$ cat src/blpd_pkg.sv
// shared types, codes and sizes for the bounded list with positional delete
package blpd_pkg;

  localparam int MAX_ENTRIES = 64;
  localparam int ENTRY_BITS  = 32;

  localparam int ADDR_W  = $clog2(MAX_ENTRIES);
  localparam int CNT_W   = $clog2(MAX_ENTRIES + 1);
  localparam int POS_W   = 6;
  localparam int CAP_W   = 7;
  localparam int VALUE_W = 32;
  localparam int CMP_W   = (CNT_W > POS_W) ? CNT_W : POS_W;

  localparam logic [CAP_W-1:0] CAP_RESET = 7'd64;

  // request codes
  localparam logic [1:0] REQ_APPEND = 2'd0;
  localparam logic [1:0] REQ_REMOVE = 2'd1;
  localparam logic [1:0] REQ_PLAY   = 2'd2;

  // status codes
  localparam logic [1:0] ST_OK      = 2'd0;
  localparam logic [1:0] ST_FULL    = 2'd1;
  localparam logic [1:0] ST_EMPTY   = 2'd2;
  localparam logic [1:0] ST_BAD_POS = 2'd3;

  typedef struct packed {
    logic [1:0]         req_type;
    logic [VALUE_W-1:0] entry_value;
    logic [POS_W-1:0]   position;
  } in_item_t;

  typedef struct packed {
    logic [1:0]         status;
    logic [VALUE_W-1:0] entry_out;
    logic               last_result;
  } out_item_t;

  typedef struct packed {
    logic                  we;
    logic [ADDR_W-1:0]     waddr;
    logic [ENTRY_BITS-1:0] wdata;
    logic                  re;
    logic [ADDR_W-1:0]     raddr;
  } mem_req_t;

  typedef struct packed {
    logic      valid;
    out_item_t item;
  } emit_t;

endpackage

$ cat src/blpd_store.sv
// entry memory: one write port and one registered read port
module blpd_store (
  input  logic                            clk,
  input  blpd_pkg::mem_req_t              mem_req,
  output logic [blpd_pkg::ENTRY_BITS-1:0] mem_rdata
);

  logic [blpd_pkg::ENTRY_BITS-1:0] mem [blpd_pkg::MAX_ENTRIES];
  logic [blpd_pkg::ENTRY_BITS-1:0] rdata_r;

  always_ff @(posedge clk) begin
    if (mem_req.we) begin
      mem[mem_req.waddr] <= mem_req.wdata;
    end
  end

  always_ff @(posedge clk) begin
    if (mem_req.re) begin
      rdata_r <= mem[mem_req.raddr];
    end
  end

  assign mem_rdata = rdata_r;

endmodule

$ cat src/blpd_seq.sv
// request sequencer: count, capacity, index stepping and result generation
module blpd_seq (
  input  logic                            clk,
  input  logic                            rst_n,
  input  logic                            in_valid,
  output logic                            in_stall,
  input  blpd_pkg::in_item_t              in_data,
  input  logic                            cfg_we,
  input  logic [blpd_pkg::CAP_W-1:0]      cfg_data,
  output blpd_pkg::mem_req_t              mem_req,
  input  logic [blpd_pkg::ENTRY_BITS-1:0] mem_rdata,
  output blpd_pkg::emit_t                 emit,
  input  logic                            load_ok
);

  localparam int ADDR_W = blpd_pkg::ADDR_W;
  localparam int CNT_W  = blpd_pkg::CNT_W;
  localparam int CMP_W  = blpd_pkg::CMP_W;

  typedef enum logic [4:0] {
    S_IDLE     = 5'b00001,
    S_REM_HEAD = 5'b00010,
    S_SHIFT    = 5'b00100,
    S_PLAY     = 5'b01000,
    S_EMIT     = 5'b10000
  } state_t;

  state_t                        state_r, state_nxt;
  logic [CNT_W-1:0]              count_r, count_nxt;
  logic [blpd_pkg::CAP_W-1:0]    cap_r, cap_nxt;
  logic [ADDR_W-1:0]             idx_r, idx_nxt;
  logic [CNT_W-1:0]              left_r, left_nxt;
  blpd_pkg::out_item_t           res_r, res_nxt;

  logic                          accept;
  logic [CNT_W-1:0]              cap_eff;
  logic [CNT_W-1:0]              idx_inc;
  logic                          more;
  logic [ADDR_W-1:0]             wrap_idx;

  // effective capacity: zero acts as one, clamp to the store depth
  always_comb begin
    if (cap_r == '0) begin
      cap_eff = CNT_W'(1);
    end else if (32'(cap_r) > blpd_pkg::MAX_ENTRIES) begin
      cap_eff = CNT_W'(blpd_pkg::MAX_ENTRIES);
    end else begin
      cap_eff = CNT_W'(cap_r);
    end
  end

  // shared index step: next index and its compare against the count
  assign idx_inc  = CNT_W'(idx_r) + CNT_W'(1);
  assign more     = idx_inc < count_r;
  assign wrap_idx = more ? ADDR_W'(idx_inc) : '0;

  assign in_stall = (state_r != S_IDLE);
  assign accept   = in_valid && (state_r == S_IDLE);

  always_comb begin
    state_nxt = state_r;
    count_nxt = count_r;
    cap_nxt   = cap_r;
    idx_nxt   = idx_r;
    left_nxt  = left_r;
    res_nxt   = res_r;
    mem_req   = '0;
    emit      = '0;

    case (state_r)
      S_IDLE: begin
        if (accept) begin
          case (in_data.req_type)
            blpd_pkg::REQ_APPEND: begin
              if (count_r >= cap_eff) begin
                res_nxt = '{status: blpd_pkg::ST_FULL, entry_out: '0, last_result: 1'b1};
              end else begin
                mem_req.we    = 1'b1;
                mem_req.waddr = ADDR_W'(count_r);
                mem_req.wdata = blpd_pkg::ENTRY_BITS'(in_data.entry_value);
                count_nxt     = count_r + CNT_W'(1);
                res_nxt = '{status: blpd_pkg::ST_OK, entry_out: '0, last_result: 1'b1};
              end
              state_nxt = S_EMIT;
            end
            blpd_pkg::REQ_REMOVE, blpd_pkg::REQ_PLAY: begin
              if (count_r == '0) begin
                res_nxt   = '{status: blpd_pkg::ST_EMPTY, entry_out: '0, last_result: 1'b1};
                state_nxt = S_EMIT;
              end else if (CMP_W'(in_data.position) >= CMP_W'(count_r)) begin
                res_nxt   = '{status: blpd_pkg::ST_BAD_POS, entry_out: '0, last_result: 1'b1};
                state_nxt = S_EMIT;
              end else begin
                mem_req.re    = 1'b1;
                mem_req.raddr = ADDR_W'(in_data.position);
                idx_nxt       = ADDR_W'(in_data.position);
                left_nxt      = count_r;
                state_nxt     = (in_data.req_type == blpd_pkg::REQ_REMOVE) ? S_REM_HEAD : S_PLAY;
              end
            end
            default: begin
            end
          endcase
        end
      end

      S_REM_HEAD, S_SHIFT: begin
        if (state_r == S_REM_HEAD) begin
          res_nxt = '{status: blpd_pkg::ST_OK,
                      entry_out: blpd_pkg::VALUE_W'(mem_rdata),
                      last_result: 1'b1};
        end else begin
          // move the entry just read down one place
          mem_req.we    = 1'b1;
          mem_req.waddr = idx_r - ADDR_W'(1);
          mem_req.wdata = mem_rdata;
        end
        if (more) begin
          mem_req.re    = 1'b1;
          mem_req.raddr = ADDR_W'(idx_inc);
          idx_nxt       = ADDR_W'(idx_inc);
          state_nxt     = S_SHIFT;
        end else begin
          count_nxt = count_r - CNT_W'(1);
          state_nxt = S_EMIT;
        end
      end

      S_PLAY: begin
        emit.valid = 1'b1;
        emit.item  = '{status: blpd_pkg::ST_OK,
                       entry_out: blpd_pkg::VALUE_W'(mem_rdata),
                       last_result: (left_r == CNT_W'(1))};
        if (load_ok) begin
          if (left_r == CNT_W'(1)) begin
            state_nxt = S_IDLE;
          end else begin
            left_nxt      = left_r - CNT_W'(1);
            mem_req.re    = 1'b1;
            mem_req.raddr = wrap_idx;
            idx_nxt       = wrap_idx;
          end
        end
      end

      S_EMIT: begin
        emit.valid = 1'b1;
        emit.item  = res_r;
        if (load_ok) begin
          state_nxt = S_IDLE;
        end
      end

      default: begin
        state_nxt = S_IDLE;
      end
    endcase

    if (cfg_we) begin
      cap_nxt   = cfg_data;
      count_nxt = '0;
    end
  end

  always_ff @(posedge clk) begin
    if (!rst_n) begin
      state_r <= S_IDLE;
      count_r <= '0;
      cap_r   <= blpd_pkg::CAP_RESET;
    end else begin
      state_r <= state_nxt;
      count_r <= count_nxt;
      cap_r   <= cap_nxt;
    end
  end

  always_ff @(posedge clk) begin
    idx_r  <= idx_nxt;
    left_r <= left_nxt;
    res_r  <= res_nxt;
  end

endmodule

$ cat src/bounded_list_with_positional_delete_unit.sv
// top level of the bounded list with positional delete
//
// usage:
//   input channel (in_valid / in_stall / in_data) carries one request
//   transaction: append, remove at position, or play from position.
//   result channel (out_valid / out_stall / out_data) carries result
//   transactions; the final result of a request has last_result set.
//   cfg_we / cfg_data write the list capacity; any write empties the list.
// timing:
//   append and error requests: one result, offered in S_EMIT to the output register.
//   remove: the entry store is walked one slot per cycle to close the gap,
//   as the store has a single read and a single write port; the result then
//   goes through S_EMIT to the output register.
//   play: first result from the given position, then one per cycle with no gap
//   while the output register takes each one, count results in all.
//   one request is worked at a time; in_stall is high until the last result
//   is loaded into the output register.
// reset: synchronous, active low; list empty, capacity 64, no result pending.
// stall: a stalled result holds in the output register and the sequencer
//   waits, so no result is dropped or repeated.
module bounded_list_with_positional_delete_unit (
  input  logic                          clk,
  input  logic                          rst_n,
  input  logic                          in_valid,
  output logic                          in_stall,
  input  blpd_pkg::in_item_t            in_data,
  output logic                          out_valid,
  input  logic                          out_stall,
  output blpd_pkg::out_item_t           out_data,
  input  logic                          cfg_we,
  input  logic [blpd_pkg::CAP_W-1:0]    cfg_data
);

  blpd_pkg::mem_req_t              mem_req;
  logic [blpd_pkg::ENTRY_BITS-1:0] mem_rdata;
  blpd_pkg::emit_t                 emit;
  logic                            load_ok;

  logic                            out_valid_r;
  blpd_pkg::out_item_t             out_data_r;

  // output register is free when empty or being drained this cycle
  assign load_ok = !out_valid_r || !out_stall;

  blpd_seq u_seq (
    .clk       (clk),
    .rst_n     (rst_n),
    .in_valid  (in_valid),
    .in_stall  (in_stall),
    .in_data   (in_data),
    .cfg_we    (cfg_we),
    .cfg_data  (cfg_data),
    .mem_req   (mem_req),
    .mem_rdata (mem_rdata),
    .emit      (emit),
    .load_ok   (load_ok)
  );

  blpd_store u_store (
    .clk       (clk),
    .mem_req   (mem_req),
    .mem_rdata (mem_rdata)
  );

  // result output register
  always_ff @(posedge clk) begin
    if (!rst_n) begin
      out_valid_r <= 1'b0;
    end else if (emit.valid && load_ok) begin
      out_valid_r <= 1'b1;
    end else if (!out_stall) begin
      out_valid_r <= 1'b0;
    end
  end

  // payload only moves when a new result is loaded
  always_ff @(posedge clk) begin
    if (emit.valid && load_ok) begin
      out_data_r <= emit.item;
    end
  end

  assign out_valid = out_valid_r;
  assign out_data  = out_data_r;

endmodule
$ cat config.mk
export PLATFORM = sky130hd
export DESIGN_NAME = bounded_list_with_positional_delete_unit
export DESIGN_NICKNAME = d
export VERILOG_FILES = /design/src/blpd_pkg.sv /design/src/blpd_store.sv /design/src/blpd_seq.sv /design/src/bounded_list_with_positional_delete_unit.sv
export SDC_FILE = /design/constraint.sdc
export NUM_CORES = 2
export LEC_CHECK = 0
export BUFFER_PORTS_ARGS = -buffer_cell sky130_fd_sc_hd__buf_2
export CORE_UTILIZATION = 53
export CTS_CLUSTER_SIZE = 20
export DETAILED_ROUTE_END_ITERATION = 6
export PLACE_DENSITY = 0.69
export SYNTH_ARGS = -nofsm -noshare
export SYNTH_HDL_FRONTEND = slang
export SYNTH_HIERARCHICAL = 1
export SYNTH_SLANG_ARGS = --single-unit
$ cat constraint.sdc
create_clock -name clk -period 13.8 [get_ports clk]
set_input_delay 2.76 -clock clk [delete_from_list [all_inputs] [get_ports clk]]
set_output_delay 2.76 -clock clk [all_outputs]
set_load 0.005 [all_outputs]
==> metrics.md <==
| Metric | Value |
|---|---|
| CTS Root Buffer Type | `clkbuf_16` |
| Reg area | `around 65000 um^2` |
| Delay-heaviest family, CP | `compound AO/OA/AOI/OAI gates` |
| CP startpoint kind | `input pin` |
| Post-DP HPWL | `between 100000 and 150000 um` |
| Filler Cell Count | `about 11k` |
| DRT iter0 DRCs | `6619` |
| Hold Path Stages | `1` |
| Clock sink count | `around 2.2k` |
| Max Fclk | `126 MHz` |
| Cells after Synth | `3806` |
| Grt ovf | `0` |
| Routability cong. | `about 0.84` |
| Nets | `a little over 4k` |
| Critical path arrival | `8520 ps` |
| Kind of critical path | `input pin to flop` |
| First-pass GRT wire length | `roughly 310000 um` |
| ANT nets after route | `0` |
| Largest family of logic cells by synthesized area | `multiplexers` |
| CTS tree | `yes` |
| Synth Area per Inst | `~22 um^2` |
| Pwr dens | `about 130 nW/um^2` |
| Clock transition at path regs | `approximately 60 ps` |
| Fin crit period | `roughly 8000 ps` |
| Clock Path Buffers | `3` |
| R2R depth | `14` |
| Critical Path, Cell by Cell | `buf_2, inv_1, ha_1, nand2b_1, a21o_1, a21o_1, a211oi_1, a22o_4, buf_4, buf_4, mux4_2, o22ai_1, nor2_1, a21oi_1, nor2_1` |
| PostCTS Resize Cnt | `0` |
| Worst path bufs/invs | `4` |
| Layout Skew | `31.4 ps` |
| CP endpoint kind | `flop` |
| Critical path data required time | `~14000 ps` |
| Slowest CP cell | `a211oi_1` |
| Unrepaired setup endpoints after global routing | `no` |
| Adder-cell share of the synthesized area | `0.468%` |
| R2r endpoint | `u_store/mem_rdata[31]` |
| Worst hold slack | `between 500 and 600 ps` |
| Worst slack at placement | `between 4000 and 5000 ps` |
| First-pass iteration count of the detailed router | `7` |
| Outcome | `completed` |
| Top fanout value on the critical path | `44` |
| Max IR drop VDD | `~0.13 mV` |
| # port buffers | `a little under 90` |
| Async SR Flop Fraction | `0%` |
| Number of flops mapped to enable cells by yosys | `roughly 2.2k` |
| Post-Syn Area | `roughly 84000 um^2` |
| Slew Limit Fails | `0` |
| Vias in the first global route | `41.3k` |
| Headroom to the max-slew limit | `~13%` |
| Routed vias | `42.0k` |
| Worst path max stage delay | `slightly above 900 ps` |
| H-tree depth | `4` |
| Post-synthesis simple-gate area fraction | `under 10%` |
| Setup TNS Final | `0 ps` |
| Final Hold Viols | `0` |
| Largest net degree at the start of global routing | `around 140` |
| Gr usage total | `a little over a quarter` |
| Die area | `between 150000 and 200000 um^2` |
| Num ports | `89` |
| Synth unique cells | `70` |
| Ratio of cells with drive above 1 in the final layout | `about 28%` |
| Setup violators final | `0` |
| Via density | `6.72` |
| Post-synthesis sequential area ratio | `between 70% and 80%` |
| Num rows | `146` |
| Cts-stage hold buffer count | `0` |
| Skew-Pair Late Insertion Delay | `between 800 and 900 ps` |
| Hold Startpoint | `u_seq/res_r[34]` |
| Initial antenna violation count | `10` |
| FF+latch count, synth | `around 2.2k` |
| Multi-input gate area | `18600 um^2` |
| FF-to-FF Start | `u_seq/count_r[3]` |
| Core area | `~160000 um^2` |
| Die Wd | `between 400 and 500 um` |
| Routed wire length | `220000 um` |
| CTS Buf Count | `between 200 and 250` |
| Top cell type by total area after synthesis | `edfxtp_1` |
| Final worst-path cycle share | `~58%` |
| Compound-gate portion of the synthesized area | `about 2.9%` |
| Final design utilization | `59.6%` |
| Starting Density | `about 53%` |
| MaxCap Viol Count | `0` |
| Worst Hold End | `out_data[34]` |
| Mux cell area share after synthesis | `between 10% and 20%` |
| Synthesis-to-layout area growth | `11.7%` |
| Worst-Margin Slew | `1310 ps` |
| Mapped Nets | `~3.9k` |
| Synth top area cells | `edfxtp_1 (77%), mux4_2 (15%), mux2i_1 (1.2%)` |
| Yosys warns | `6` |
| Die Y | `~400 um` |
| LEAKAGE | `~30 nW` |
| Post-synthesis xor/xnor area fraction | `less than 1%` |
| Share of the synthesized area in the top cell type | `76.9%` |
| Worst R2R Setup Slack | `7200 ps` |
| Routed WL per cell | `roughly 35 um` |
| Post-synth top flop | `edfxtp_1` |
| Setup Fix Bufs, Post-CTS | `0` |
| Drt drc | `0` |
| Post-route setup slack | `about 6000 ps` |
| Worst min path class | `flop to flop` |
how the worst max path moves through the flow:
stage	to	from	slack (ps)	depth (start not counted)
finish	u_store/mem_rdata[31]	in_data[0]	5840	15
global placement	u_store/mem_rdata[31]	in_data[0]	5070	15
CTS	u_store/mem_rdata[31]	in_data[0]	5840	15
detailed placement	u_store/mem_rdata[31]	in_data[0]	4980	15
global route	u_store/mem_rdata[31]	in_data[0]	5540	15
floorplan	u_store/mem[48][0]	in_data[38]	7110	9
Yosys cell counts (5+ instances only):
| cell type | number |
|---|---|
| edfxtp_1 | 2162 |
| mux4_2 | 544 |
| nor2_1 | 161 |
| mux2i_1 | 104 |
| clkbuf_1 | 96 |
| o22ai_1 | 84 |
| a22o_1 | 82 |
| a21oi_1 | 74 |
| buf_2 | 61 |
| nand2_1 | 54 |
| and3_1 | 39 |
| ha_1 | 30 |
| o221ai_1 | 27 |
| buf_4 | 26 |
| nor2b_1 | 23 |
| buf_1 | 22 |
| dfxtp_1 | 20 |
| inv_1 | 20 |
| nor3_1 | 13 |
| a22oi_1 | 12 |
| nand2b_1 | 10 |
| nand3_1 | 10 |
| xnor2_1 | 10 |
| xor2_1 | 10 |
| o21ai_0 | 9 |
| a311oi_1 | 8 |
| and2_1 | 7 |
| a21o_1 | 6 |
| buf_6 | 6 |
| a41o_1 | 5 |
| nand3b_1 | 5 |
| nand4_1 | 5 |
logic make-up (layout without fill, tap and decap cells):
| kind of cell | after synthesis | after routing |
|---|---|---|
| xor gates and xnor gates | 20 | 20 |
| adders and majority gates | 31 | 31 |
| other | 0 | 2 |
| DFF | 2182 | 2182 |
| AOI/OAI and AO/OA | 338 | 338 |
| and+or+nand+nor | 355 | 355 |
| muxes | 648 | 648 |
| buffers and inverters | 232 | 603 |
routing by layer:
metal / up-vias / track usage, % / part of all wire [%]
met2: 2774 / 43.1 / 48
met5: - / 0 / 0
met4: 0 / 11.0 / 4.1
li1: 16600 / - / -
met3: 404 / 5.49 / 12
met1: 22300 / 38.3 / 36
metrics by stage:
step,instance area [um^2],cells,power (mW)
2_1_floorplan,84400,3806,7.47
3_3_place_gp,88200,5894,7.53
3_5_place_dp,88200,5894,7.54
4_1_cts,94300,6249,12.7
5_1_grt,94300,6250,12.9
6_report,94300,6251,12.6
state kept, by name (all words and copies together), names as in the netlist:
signal / flops
out_data: 35
out_valid: 1
u_seq/cap_r: 7
u_seq/count_r: 7
u_seq/idx_r: 6
u_seq/left_r: 7
u_seq/res_r: 34
u_seq/state_r: 5
u_store/mem: 2048
u_store/mem_rdata: 32
cell type report:
type                            instances  share of cell area, %
Sequential cell                      2182                   69.3
Antenna cell                            2                0.00531
Inverter                               21                 0.0836
Tap cell                             2072                   2.75
Timing Repair Buffer                  227                   1.64
Multi-Input combinational cell       1392                   19.8
Clock buffer                          260                   5.73
Clock inverter                         95                  0.747
layout by cell type, fill, tap and decap left out, types with 52 or more instances in the layout:
cell / Yosys / final
nor2_4: 1 / 63
buf_2: 61 / 88
o22ai_1: 84 / 84
edfxtp_1: 2162 / 2162
clkbuf_16: 0 / 208
mux2i_1: 104 / 104
nand2_1: 54 / 54
a21oi_1: 74 / 74
buf_4: 26 / 134
mux4_2: 544 / 544
clkbuf_1: 96 / 52
nor2_1: 161 / 99
power breakdown:
part	total [mW]	switching, mW	internal (mW)
combinational	0.144	0.107	0.0367
sequential	7.26	0.00676	7.25
clock	5.23	2.36	2.87
total	12.6	2.48	10.2
(Power assumes the default switching activity.)
